===== src/sv/vwi_ram.sv =====
// generic simple dual-port ram, one write port and one registered read port
// no dependencies
module vwi_ram #(
    parameter int WIDTH = 8,
    parameter int DEPTH = 16
) (
    input  logic                     clk,
    input  logic                     wr_en,
    input  logic [$clog2(DEPTH)-1:0] wr_addr,
    input  logic [WIDTH-1:0]         wr_data,
    input  logic                     rd_en,
    input  logic [$clog2(DEPTH)-1:0] rd_addr,
    output logic [WIDTH-1:0]         rd_data
);

    logic [WIDTH-1:0] mem [DEPTH];

    // write port
    always_ff @(posedge clk)
    begin
        if (wr_en)
        begin
            mem[wr_addr] <= wr_data;
        end
    end

    // registered read, holds when not enabled
    always_ff @(posedge clk)
    begin
        if (rd_en)
        begin
            rd_data <= mem[rd_addr];
        end
    end

endmodule


===== config.mk =====
export PLATFORM = sky130hd
export DESIGN_NAME = vwi_ram
export DESIGN_NICKNAME = d
export VERILOG_FILES = /design/src/sv/vwi_ram.sv
export SDC_FILE = /design/constraint.sdc
export NUM_CORES = 1
export LEC_CHECK = 0
export ABC_AREA = 1
export BUFFER_PORTS_ARGS = -buffer_cell sky130_fd_sc_hd__clkbuf_2
export CAP_MARGIN = 20
export CORE_UTILIZATION = 29
export CTS_CLUSTER_SIZE = 12
export DETAILED_ROUTE_END_ITERATION = 10
export HOLD_SLACK_MARGIN = 0.15
export PLACE_DENSITY = 0.46
export SLEW_MARGIN = 20
export SYNTH_ARGS = -nofsm -noshare
export SYNTH_HDL_FRONTEND = slang
export SYNTH_SLANG_ARGS = --single-unit
export TNS_END_PERCENT = 30

===== constraint.sdc =====
create_clock -name clk -period 1.7 [get_ports clk]
set_clock_uncertainty 0.05 [all_clocks]
set_input_delay 0.085 -clock clk [delete_from_list [all_inputs] [get_ports clk]]
set_output_delay 0.085 -clock clk [all_outputs]
set_load 0.005 [all_outputs]

Yosys cells after proc, flatten, opt, wreduce, memory -nomap -nowiden
Memory sizes are Yosys's and may differ from the RTL's. A register that Yosys moved wholly into a read port is not among the register bits.
Cells that the tools add are included.
{ "totals": {"out_inout_bits": 8, "elab_cells": 3, "register_bits": 0, "mem_count": 1, "ram_bits": 128, "rom_bits": 0, "latchBits": 0, "in_bits": 19} }
{ "op_classes": {"n_bitwise": 0, "n_addsub": 0, "div": 0, "eq_ne": 0, "mux": 2, "order_cmp": 0, "n_mul": 0, "shift": 0, "reduce_logical": 0} }
{ "mem_list": {"columns": ["memory", "depth", "width", "read_ports", "rd_clocked_by_memory_dff", "wr", "line", "source"], "rows": [
  ["mem", 16, 8, 1, 1, 1, "16", "logic [WIDTH-1:0] mem [DEPTH];"]
]} }
{ "op_table": {"columns": ["op", "count"], "rows": [
  ["1-bit 2-to-1 mux", 2]
]} }

Longest topological paths before layout
{ "logic_depth": {"depth_word": 2, "depth_mapped": 8, "ltp_nobuf": 7} }

Worst setup path before layout
OpenSTA, ideal clock, no wires.
{ "synth_path": {"path_type": "input -> register", "startpoint": "input wr_addr[2]", "endpoint": "memory mem[10][0] (enable)", "setup_ns": 0.370, "slack_ns": 0.614, "t_required_ns": 1.280, "stages": 2, "path_buffers": 0, "t_arrival_ns": 0.666, "cell_sequence": "nand3b_1 nor2_1"} }
{ "synth_lines": {"columns": ["item", "line", "source"], "rows": [
  ["from (decl)", "9", "input logic [$clog2(DEPTH)-1:0] wr_addr,"],
  ["to (decl)", "16", null]
]} }
Straight into the memory's write port.

==> qor.txt <==
Synth Warn # -> 0
PD cells -> 1084 nW/um^2
Placed Area -> 6352 sq um
Nets@finish -> 619
Pleak -> 2.936 nW
Antenna violations before repair -> 0
Share of cells above drive strength 1 -> 0.1180
CP delay by family, top -> simple AND/OR/NAND/NOR gates
First-pass GRT wire length -> 21690 um
Syn nets -> 570
Fmax -> 804.8 MHz
Total Routed Length -> 13940 um
CTS resizes -> 0
Total GRT Usage -> 0.1493
DRT Pass-1 Iters -> 4
Num rows -> 51
Footprint of the multi-input gates -> 1214 sq um
Final hold violations -> 0
CP required -> 1.82 ns
Dpl hpwl -> 8722 um
Hold Buf Count CTS -> 5
Worst ir drop on vdd -> 637.4 uV
Reg area -> 4084 sq um
FF+latch count, synth -> 136
Dpl cells -> 841
Finished Core Util -> 0.3524
Number of global-route vias before repair -> 3712
Core ar. -> 19590 sq um
Die H -> 144.0 um
Pins Over Slew Limit -> 0
GPL Wtd Cong -> 0.7545
TritonCTS clock tree -> built
IO Pins -> 27
Min Tclk post-route -> 1.243 ns
Max Cap Viol -> 0
Routed vias/inst -> 4.389
Fillers -> 1973
Setup-failing EPs final -> 0
HP Class -> in -> reg
Routed via count -> 3840
Worst Setup Path Type -> reg -> reg
H-tree levels -> 4
Die width -> 144.0 um
Crit-path max cell delay -> 0.36 ns
Largest net degree at the start of global routing -> 60
Starting Density -> 0.2985
Postcts setup bufs -> 0
Clk sinks -> 136
Critical-path maximum fanout -> 1
Slew of the pin with the lowest slew margin -> 0.6728 ns
Hold Slack -> 0.1378 ns
# DRC -> 0
Critical path's most frequent cell -> nand3_1
Final sum of negative setup slack -> 0 ns
Clk_lat worst skew -> 0.42 ns
ANT cells -> 0
Starting DRT DRC Count -> 278
Unrepaired setup endpoints after global routing -> no
Grt total ovfl -> 0
WL/cell -> 15.93 um
Outcome -> finished, final reports clean
Clock Tree Buf Depth -> 2
Cell Count, Final, Fillers Out -> 875
Layout area overhead -> 18.06%
Mean Syn Cell Area -> 10.61 sq um
Crit end category -> flop
Final worst path period share -> 0.7310
CP Cell Sequence -> inv_1, nand2_1, nand3_1, nand3_1, nand3_1, nand2_1
Worst Path Buf+Inv -> 1
Final instance area -> 6903 sq um
Crit path DAT -> 1.36 ns
Rel. slew slack -> 0.5508
CTS clk-pin slew, worst paths -> 0.05 ns
Slowest-stage cell, CP -> edfxtp_1
Gate Count Post-Synth -> 551
Final antenna-violating net count -> 0
Die area -> 20730 sq um
Seq/Total Area, Yosys -> 0.6985
Syn Std Cell Area -> 5847 sq um
Root buf cell -> clkbuf_16
Library cells used by synthesis -> 11
TritonCTS Buffers -> 17
PortBufs -> 26
Crit path launch type -> flop
==> kinds of logic (layout without fill, tap and decap cells) <==
| logic type | count (synthesis) | after routing | synth area share |
|---|---|---|---|
| buffers and inverters | 126 | 185 | 0.09394 |
| DFF | 136 | 136 | 0.6985 |
| and+or+nand+nor | 289 | 289 | 0.2076 |
==> cell usage in the layout, fill, tap and decap left out <==
cell type / count
clkinv_2: 3
nor2_1: 17
nand3b_1: 2
clkbuf_16: 17
nand2_1: 173
inv_2: 2
dlygate4sd3_1: 5
inv_1: 100
buf_12: 3
clkbuf_2: 26
clkbuf_1: 5
buf_4: 20
edfxtp_1: 136
bufinv_16: 1
nand3_1: 97
clkinv_1: 3
==> path summary, 6_finish.rpt <==
| check | endpoint | startpoint | depth (start not counted) | slack (ns) |
|---|---|---|---|---|
| max | rd_data[7]$_DFFE_PP_ | mem[1][7]$_DFFE_PP_ | 6 | 0.46 |
| min | mem[0][6]$_DFFE_PP_ | wr_data[6] | 1 | 0.14 |
| max reg2reg | rd_data[7]$_DFFE_PP_ | mem[1][7]$_DFFE_PP_ | 6 | 0.46 |
| min reg2reg | rd_data[5]$_DFFE_PP_ | mem[13][5]$_DFFE_PP_ | 6 | 0.68 |
==> cell usage after synthesis <==
master | instances | area, sq um
inv_1 | 100 | 375.4
nand3b_1 | 2 | 15.01
nor2_1 | 17 | 63.81
buf_2 | 13 | 65.06
buf_6 | 6 | 67.56
nand3_1 | 97 | 485.5
buf_4 | 4 | 30.03
buf_1 | 1 | 3.750
edfxtp_1 | 136 | 4084
inv_2 | 2 | 7.510
nand2_1 | 173 | 649.4
==> sequential cells by signal, summed over array words and instances (netlist names) <==
register,cells
rd_data,8
mem,128
==> layer usage <==
metal,share of wire,vias up,GRT usage
met4,0.013,0,0.05207
met5,0,-,0
met1,0.47,1840,0.1980
li1,-,1875,-
met2,0.46,112,0.2387
met3,0.051,13,0.03477
==> area by class of cell <==
type | instances | area share
Inverter | 102 | 0.05546
Sequential cell | 136 | 0.5916
Tap cell | 265 | 0.04803
Timing Repair Buffer | 54 | 0.05655
Clock buffer | 22 | 0.06435
Multi-Input combinational cell | 289 | 0.1758
Clock inverter | 7 | 0.008157
==> where the power goes <==
group | leakage [nW] | switching [W] | internal, W
clock | 0.246 | 0.00125 | 0.00196
combinational | 1.45 | 0.000332 | 0.000146
sequential | 1.24 | 0.0000202 | 0.00378
total | 2.94 | 0.00160 | 0.00588
==> metrics by stage <==
stage / total power, W / worst slack [ns]
global placement: 0.004347 / 0.2081
detailed placement: 0.004349 / 0.1830
CTS: 0.007547 / 0.4356
floorplan: 0.004131 / 0.6142
finish: 0.007482 / 0.4574
global route: 0.007741 / 0.3297
Power figures use the tool's default switching activity.
