## src/sv/vwi_pkg.sv

```systemverilog
// shared constants, types and control structs for the vertex weld indexer
// no dependencies; used by vwi_dist, vertex_weld_indexer and vwi_checker
package vwi_pkg;

    // table and field geometry
    localparam int TABLE_DEPTH = 1024;
    localparam int COORD_BITS  = 20;
    localparam int NUM_COMP    = 4;
    localparam int TOL_W       = 20;
    localparam int VIDX_W      = 10;

    localparam int ADDR_W = $clog2(TABLE_DEPTH);
    localparam int CNT_W  = ADDR_W + 1;
    localparam int PH_W   = $clog2(NUM_COMP);

    // arithmetic widths of the distance unit
    localparam int DIFF_W = COORD_BITS + 1;
    localparam int MUL_W  = (COORD_BITS > TOL_W) ? COORD_BITS : TOL_W;
    localparam int PROD_W = 2 * MUL_W;
    localparam int ACC_W  = PROD_W + PH_W;

    // stream widths
    localparam int VTX_W         = NUM_COMP * COORD_BITS;
    localparam int IN_TDATA_W    = ((VTX_W + 7) / 8) * 8;
    localparam int OUT_TDATA_W   = ((VIDX_W + 7) / 8) * 8;

    typedef logic [NUM_COMP-1:0][COORD_BITS-1:0] vertex_t;

    // one component pair sent to the distance unit
    typedef struct packed {
        logic                  valid;
        logic                  first;
        logic                  last;
        logic [ADDR_W-1:0]     idx;
        logic [COORD_BITS-1:0] a;
        logic [COORD_BITS-1:0] b;
    } dist_req_t;

    // sequencer control of the distance unit
    typedef struct packed {
        logic flush;
        logic calc_lim;
    } dist_ctl_t;

    // distance unit status back to the sequencer
    typedef struct packed {
        logic              hit;
        logic [ADDR_W-1:0] idx;
        logic              busy;
    } dist_rsp_t;

endpackage

```

## src/sv/vwi_dist.sv

```systemverilog
// pipelined squared-distance unit with one shared squarer
// one vertex component per cycle; also squares the tolerance into the limit
// depends on vwi_pkg
module vwi_dist (
    input  logic                         clk,
    input  logic                         rst_n,
    input  logic [vwi_pkg::TOL_W-1:0]    tol,
    input  vwi_pkg::dist_ctl_t           ctl,
    input  vwi_pkg::dist_req_t           req,
    output vwi_pkg::dist_rsp_t           rsp
);

    // stage 1: component difference
    logic                              s1_v_reg;
    logic                              s1_first_reg;
    logic                              s1_last_reg;
    logic [vwi_pkg::ADDR_W-1:0]        s1_idx_reg;
    logic [vwi_pkg::DIFF_W-1:0]        s1_d_reg;

    // stage 2: magnitude and early reject
    logic                              s2_v_reg;
    logic                              s2_first_reg;
    logic                              s2_last_reg;
    logic [vwi_pkg::ADDR_W-1:0]        s2_idx_reg;
    logic [vwi_pkg::COORD_BITS-1:0]    s2_m_reg;
    logic                              s2_far_reg;

    // stage 3: square
    logic                              s3_v_reg;
    logic                              s3_first_reg;
    logic                              s3_last_reg;
    logic [vwi_pkg::ADDR_W-1:0]        s3_idx_reg;
    logic [vwi_pkg::PROD_W-1:0]        s3_sq_reg;
    logic                              s3_far_reg;

    // stage 4: accumulate and decide
    logic [vwi_pkg::ACC_W-1:0]         acc_reg;
    logic                              rej_reg;
    logic                              hit_reg;
    logic [vwi_pkg::ADDR_W-1:0]        hit_idx_reg;
    logic [vwi_pkg::PROD_W-1:0]        lim_reg;

    logic [vwi_pkg::DIFF_W-1:0]        mag_full;
    logic [vwi_pkg::COORD_BITS-1:0]    mag;
    logic [vwi_pkg::MUL_W-1:0]         mul_op;
    logic [vwi_pkg::PROD_W-1:0]        prod;
    logic [vwi_pkg::ACC_W-1:0]         acc_next;
    logic                              rej_next;
    logic                              match;

    // absolute difference fits the coordinate width
    assign mag_full = s1_d_reg[vwi_pkg::DIFF_W-1] ? (~s1_d_reg + 1'b1) : s1_d_reg;
    assign mag      = mag_full[vwi_pkg::COORD_BITS-1:0];

    // shared squarer: tolerance while idle or loading, else the stage 2 magnitude
    assign mul_op = ctl.calc_lim ? vwi_pkg::MUL_W'(tol) : vwi_pkg::MUL_W'(s2_m_reg);
    assign prod   = vwi_pkg::PROD_W'(mul_op) * vwi_pkg::PROD_W'(mul_op);

    // running sum over the four components of one entry
    assign acc_next = (s3_first_reg ? '0 : acc_reg) + vwi_pkg::ACC_W'(s3_sq_reg);
    assign rej_next = (s3_first_reg ? 1'b0 : rej_reg) | s3_far_reg;
    assign match    = !rej_next && (acc_next < vwi_pkg::ACC_W'(lim_reg));

    // valid bits
    always_ff @(posedge clk or negedge rst_n)
    begin
        if (!rst_n)
        begin
            s1_v_reg <= 1'b0;
            s2_v_reg <= 1'b0;
            s3_v_reg <= 1'b0;
            hit_reg  <= 1'b0;
        end
        else
        begin
            s1_v_reg <= req.valid && !ctl.flush;
            s2_v_reg <= s1_v_reg && !ctl.flush;
            s3_v_reg <= s2_v_reg && !ctl.flush;
            hit_reg  <= s3_v_reg && s3_last_reg && match && !ctl.flush;
        end
    end

    // datapath registers
    always_ff @(posedge clk)
    begin
        s1_first_reg <= req.first;
        s1_last_reg  <= req.last;
        s1_idx_reg   <= req.idx;
        s1_d_reg     <= {req.a[vwi_pkg::COORD_BITS-1], req.a}
                        - {req.b[vwi_pkg::COORD_BITS-1], req.b};

        s2_first_reg <= s1_first_reg;
        s2_last_reg  <= s1_last_reg;
        s2_idx_reg   <= s1_idx_reg;
        s2_m_reg     <= mag;
        s2_far_reg   <= vwi_pkg::MUL_W'(mag) >= vwi_pkg::MUL_W'(tol);

        s3_first_reg <= s2_first_reg;
        s3_last_reg  <= s2_last_reg;
        s3_idx_reg   <= s2_idx_reg;
        s3_sq_reg    <= prod;
        s3_far_reg   <= s2_far_reg;

        if (s3_v_reg)
        begin
            acc_reg <= acc_next;
            rej_reg <= rej_next;
        end
        hit_idx_reg <= s3_idx_reg;

        if (ctl.calc_lim)
        begin
            lim_reg <= prod;
        end
    end

    assign rsp.hit  = hit_reg;
    assign rsp.idx  = hit_idx_reg;
    assign rsp.busy = s1_v_reg | s2_v_reg | s3_v_reg | hit_reg;

endmodule

```

## config.mk

```make
export PLATFORM = sky130hd
export DESIGN_NAME = vwi_dist
export DESIGN_NICKNAME = d
export VERILOG_FILES = /design/src/sv/vwi_pkg.sv /design/src/sv/vwi_dist.sv
export SDC_FILE = /design/constraint.sdc
export NUM_CORES = 1
export LEC_CHECK = 0
export ABC_AREA = 1
export BUFFER_PORTS_ARGS = -buffer_cell sky130_fd_sc_hd__buf_2
export CORE_AREA = 2 2 218 220
export CTS_BUF_LIST = sky130_fd_sc_hd__clkbuf_2 sky130_fd_sc_hd__clkbuf_4 sky130_fd_sc_hd__clkbuf_8
export CTS_CLUSTER_SIZE = 40
export DETAILED_ROUTE_END_ITERATION = 10
export DIE_AREA = 0 0 220 222
export PLACE_DENSITY = 0.78
export SKIP_LAST_GASP = 1
export SLEW_MARGIN = 20
export SYNTH_ARGS = -nofsm -noshare
export SYNTH_HDL_FRONTEND = slang
export SYNTH_SLANG_ARGS = --single-unit
```

## constraint.sdc

```tcl
create_clock -name clk -period 9.8 [get_ports clk]
set_input_delay 0.49 -clock clk [delete_from_list [all_inputs] [get_ports clk]]
set_output_delay 0.49 -clock clk [all_outputs]
set_load 0.03 [all_outputs]
```

# After elaboration in Yosys (flattened, before gate mapping)
# Index checks and enable logic that the tools add are counted.
# classes
bitwise	5
multipliers	1
reduce_logical	9
n_mux	4
addsub	3
order_cmp	2
# op_table
op	count
$add A42 B40 Y42	1
$lt A42 B40 Y1	1
$mux W42	1
$mul A20 B20 Y40	1
$mux W20	2
$sub A20 B20 Y21	1
$add A20 B1 Y20 const B	1
$ge A20 B20 Y1	1
$not A20 Y20	1
$logic_and A1 B1 Y1	7
$or A1 B1 Y1	4
$logic_not A1 Y1	2
$mux W1	1
# word_totals
regBits	216
input_bits	77
elab_cells	46
out_inout_bits	12

# Longest topological paths before layout
# logic_depth
ltp_word	6
mapped_depth	32
ltp_nobuf	30

# Worst setup path before layout
# No wires, ideal clock.
# synth_timing
path_type	in2reg
startpoint	input port ctl[0] (netlist bit)
endpoint	register lim_reg[33] (netlist bit) (data pin)
arrival_time_ns	6.508
setup_time_ns	0.256
cell_stages	27
n_path_buf	4
setup_slack_ns	3.035
path_cell_list	buf_6 buf_4 buf_4 o21ai_2 buf_2 nor2_1 fa_1 fa_1 fa_1 fa_1 inv_1 fa_1 inv_1 fa_1 inv_1 fa_1 inv_1 ha_1 a21oi_1 inv_1 a31oi_1 o21ai_0 o21bai_2 nand2_1 nand2_1 nand2_1 nand2_1
# synth_between
elab_chain_len	2
# synth_rtl
item	line_no	source
start, declared	vwi_dist.sv:8	input vwi_pkg::dist_ctl_t ctl,
$mux W20	vwi_dist.sv:56	assign mul_op = ctl.calc_lim ? vwi_pkg::MUL_W'(tol) : vwi_pkg::MUL_W'(s2_m_reg);
$mul A20 B20 Y40	vwi_dist.sv:57	assign prod = vwi_pkg::PROD_W'(mul_op) * vwi_pkg::PROD_W'(mul_op);
net prod, one bit	vwi_dist.sv:46	logic [vwi_pkg::PROD_W-1:0] prod;
end signal, assigned	vwi_dist.sv:113	lim_reg <= prod;
end, declared	vwi_dist.sv:41	logic [vwi_pkg::PROD_W-1:0] lim_reg;
# The timed path passes the listed nets, and every way through them passes these cells.
# A chain may end at the register's enable or synchronous reset.

# Final worst setup path
# layout_timing
startpoint	register s2_m_reg[14] (netlist bit)
endpoint	register lim_reg[36] (netlist bit) (data pin)
# layout_between
elab_chain_len	2
# layout_rtl
item	line_no	source
start, declared	vwi_dist.sv:25	logic [vwi_pkg::COORD_BITS-1:0] s2_m_reg;
start signal, assigned	vwi_dist.sv:95	s2_m_reg <= mag;
$mux W20	vwi_dist.sv:56	
$mul A20 B20 Y40	vwi_dist.sv:57	
net prod, one bit	vwi_dist.sv:46	
# The timed path passes the listed nets, and every way through them passes these cells.

==> metrics.cfg <==
[run_status]
status = completed

[synthesis]
ys_warn_count = 0
syn_inst = 2840
synth_edf_count = 82
synth_area_per_cell_sq_um = 8.26
synth_seq_cells = 214
synth.distinct_cells = 48
synthArstFlopShare_pct = 1.87
syn-cell-area_sq_mm = 0.0235
synth-seq-area-share_pct = 21.8
synthDominantCellAreaShare_pct = 23.9
syn_nets = 3464
ys.flop_type = dfxtp_1
synth.area.top_cells = fa_1 (24%), ha_1 (14%), dfxtp_1 (11%), inv_1 (11%), edfxtp_1 (10%)
yosysTopAreaCell = fa_1

[global_routing]
antenna_found_initial = 1
grt_max_degree = 46
grt_pass1_wl_mm = 96.0
overflow = 0
grt_use_total_pct = 25.0
grt_pass1_vias = 19700

[worst_setup_path]
path_common_cell = fa_1
required_ns = 10.21
slowest_stage = o21ai_2
crit_chain = o21ai_2 > inv_1 > nand2_1 > fa_1 > fa_1 > fa_1 > inv_1 > fa_1 > fa_1 > fa_1 > ha_1 > ha_1 > nand2_1 > nor2_1 > inv_1 > nor2_1 > inv_1 > nor3_1 > nand3_1 > nand3_1 > xor2_1
r2r_end = lim_reg[36]$_DFFE_PP_
max_stage_delay_ns = 0.85
r2r_slack_ns = 2.47
path_class = reg -> reg
path_buf_inv = 4
reg2reg_from = s2_m_reg[14]$_DFF_P_
cp_top_family = adder cells
critPathLaunchType = flip-flop
worstPathArrival_ns = 7.75
endpoint_kind = flip-flop
cp_max_fo = 17
reg2reg_depth = 21

[die]
die_y_um = 222
core_area_sq_mm = 0.0463
std_cell_rows = 79
ioPinCount = 89
die_x_um = 220
start_util_pct = 50.7
die_area_sq_mm = 0.0488

[sta]
drv_slew = 0
tightestPinTransition_ns = 1.12
fin_crit_sh_pct = 74.8
fmax_mhz = 136
finClkSkew_ns = 0.0291
rsz0062_at_grt = no
fin_crit_ns = 7.33
fin_tns_setup_ns = 0
setup_viol = 0
relSlewSlack_pct = 25.0
hold_violations = 0

[clocking]
cts_sinks = 214
clock_latency_ns = 0.60
ctsRootBufferMaster = clkbuf_8
cts_tree = yes
cts.clk_slew.worst_paths_ns = 0.06
htree_num_levels = 2
cts_buffer_depth = 3
numCtsBuffers = 37

[placed_design]
place.gp.congestion = 1.03
hpwl_mm = 49.2
port_buffers = 88

[cells_and_area]
finalNetCount = 3586
synthToLayoutAreaGrowth_pct = 8.90
largest_reg_flops = 42
drive_gt1_share_pct = 6.66
diodes = 0

[hold_path]
holdCritPathClass = in -> reg
holdPathStages = 2
hp-start = ctl[1]
holdPathEnd = s3_v_reg$_DFF_PN0_

[drt]
highest_layer = met5
wirelength_mm = 58.5
wl_per_cell_um = 16.3
route.met2.wl_mm = 28.5
first_pass_iters = 6
avgViaCountPerCell = 5.24
drt-initial-drc-count = 1297
vias = 18800
drt-met1-wl_mm = 23.7
routed-wl-met3_mm = 3.33
drc_errors = 0
drtAntennaViolNets = 0

[flow_run]
drv_cap = 0

[through the flow]
stage	hold slack [ns]	util, %	setup slack (ns)	cells	area (sq um)
2_1_floorplan	0.194	-	3.04	2840	23500
3_3_place_gp	0.297	53.2	1.96	3517	24600
3_5_place_dp	0.298	53.2	2.00	3517	24600
4_1_cts	0.0563	55.2	2.59	3594	25600
5_1_grt	0.0896	55.2	2.12	3594	25600
6_report	0.0908	55.2	2.47	3594	25600
[routing by layer]
metal	track usage, %	vias up
met4	11.9	2
met3	3.53	196
met1	30.2	8959
li1	-	9037
met2	43.7	624
met5	0	-
[synth_stat cells (2+ instances only)]
cell,count
a211oi_1,2
a21boi_0,3
a21o_1,26
a21oi_1,129
a31oi_1,18
and2_1,2
and3_1,5
buf_2,13
buf_4,3
clkbuf_1,14
clkinv_1,2
dfrtp_1,4
dfxtp_1,128
edfxtp_1,82
fa_1,280
ha_1,267
inv_1,659
inv_2,5
nand2_1,410
nand2_2,5
nand3_1,74
nand3b_1,3
nand4_1,21
nor2_1,374
nor2_2,3
nor3_1,30
nor4_1,6
o211ai_1,3
o21a_1,12
o21ai_0,69
o21ai_1,19
o21ai_2,12
o21bai_1,25
o31ai_1,3
or2_2,2
xnor2_1,34
xor2_1,82
[layout make-up]
class / instances / area [sq um]
clock buffers: 53 / 686
repair buffers: 115 / 678
inverters: 666 / 2500
clock inverters: 11 / 115
fillers: 4246 / 20700
flip-flops and latches: 214 / 5130
multi-input cells: 1928 / 15700
well taps: 607 / 759
[repair_timing]
item,CTS,global route
buffers inserted,0,0
hold buffers,13,0
gates resized for setup,0,0
endpoints found under the hold margin,16,0
[how the worst max path moves through the flow]
stage | startpoint | to | slack (ns) | cells after the start
3_3_place_gp | ctl[0] | lim_reg[36]$_DFFE_PP_ | 1.96 | 22
4_1_cts | s2_m_reg[14]$_DFF_P_ | lim_reg[36]$_DFFE_PP_ | 2.59 | 21
2_1_floorplan | ctl[0] | lim_reg[33]$_DFFE_PP_ | 3.04 | 27
3_5_place_dp | ctl[0] | lim_reg[36]$_DFFE_PP_ | 2.00 | 23
5_1_grt | ctl[0] | lim_reg[36]$_DFFE_PP_ | 2.12 | 23
6_report | s2_m_reg[14]$_DFF_P_ | lim_reg[36]$_DFFE_PP_ | 2.47 | 21
[cells by family (layout without fill, tap and decap cells)]
family | after synthesis | count (layout) | share of synthesized area [%]
simple gates | 936 | 936 | 16.1
buf+inv | 698 | 845 | 11.3
fa+ha+maj | 547 | 547 | 38.1
compound gates | 328 | 328 | 8.25
flops | 214 | 214 | 21.8
xor+xnor | 117 | 117 | 4.40
[worst reg2reg max path: cells and delay by family (launching register included)]
family	cells	cell delay [ns]
adder cells (fa/ha/maj)	8	3.72
AO/OA/AOI/OAI	1	0.85
AND/OR/NAND/NOR	7	1.51
flip-flops	1	0.30
XOR/XNOR	1	0.22
buffers and inverters	4	0.55
[cells in the final DEF, fill, tap and decap left out, types with 6 or more instances in the layout]
cell and n:
dfxtp_1 128, nor3_1 30, o21a_1 12, dlygate4sd3_1 13
nand4_1 21, o21ai_0 67, nand3_1 74, nor2_1 374
xnor2_1 34, a21oi_1 129, fa_1 280, o21bai_1 25
buf_4 15, xor2_1 82, edfxtp_1 82, nor4_1 6
nand2_1 410, o21ai_1 20, clkbuf_4 7, clkbuf_8 46
inv_1 659, a31oi_1 18, o21ai_2 13, ha_1 267
a21o_1 26, buf_2 87
Power is not shown: default switching activity piles up to over one toggle a cycle in this logic, so the estimate is an artifact.
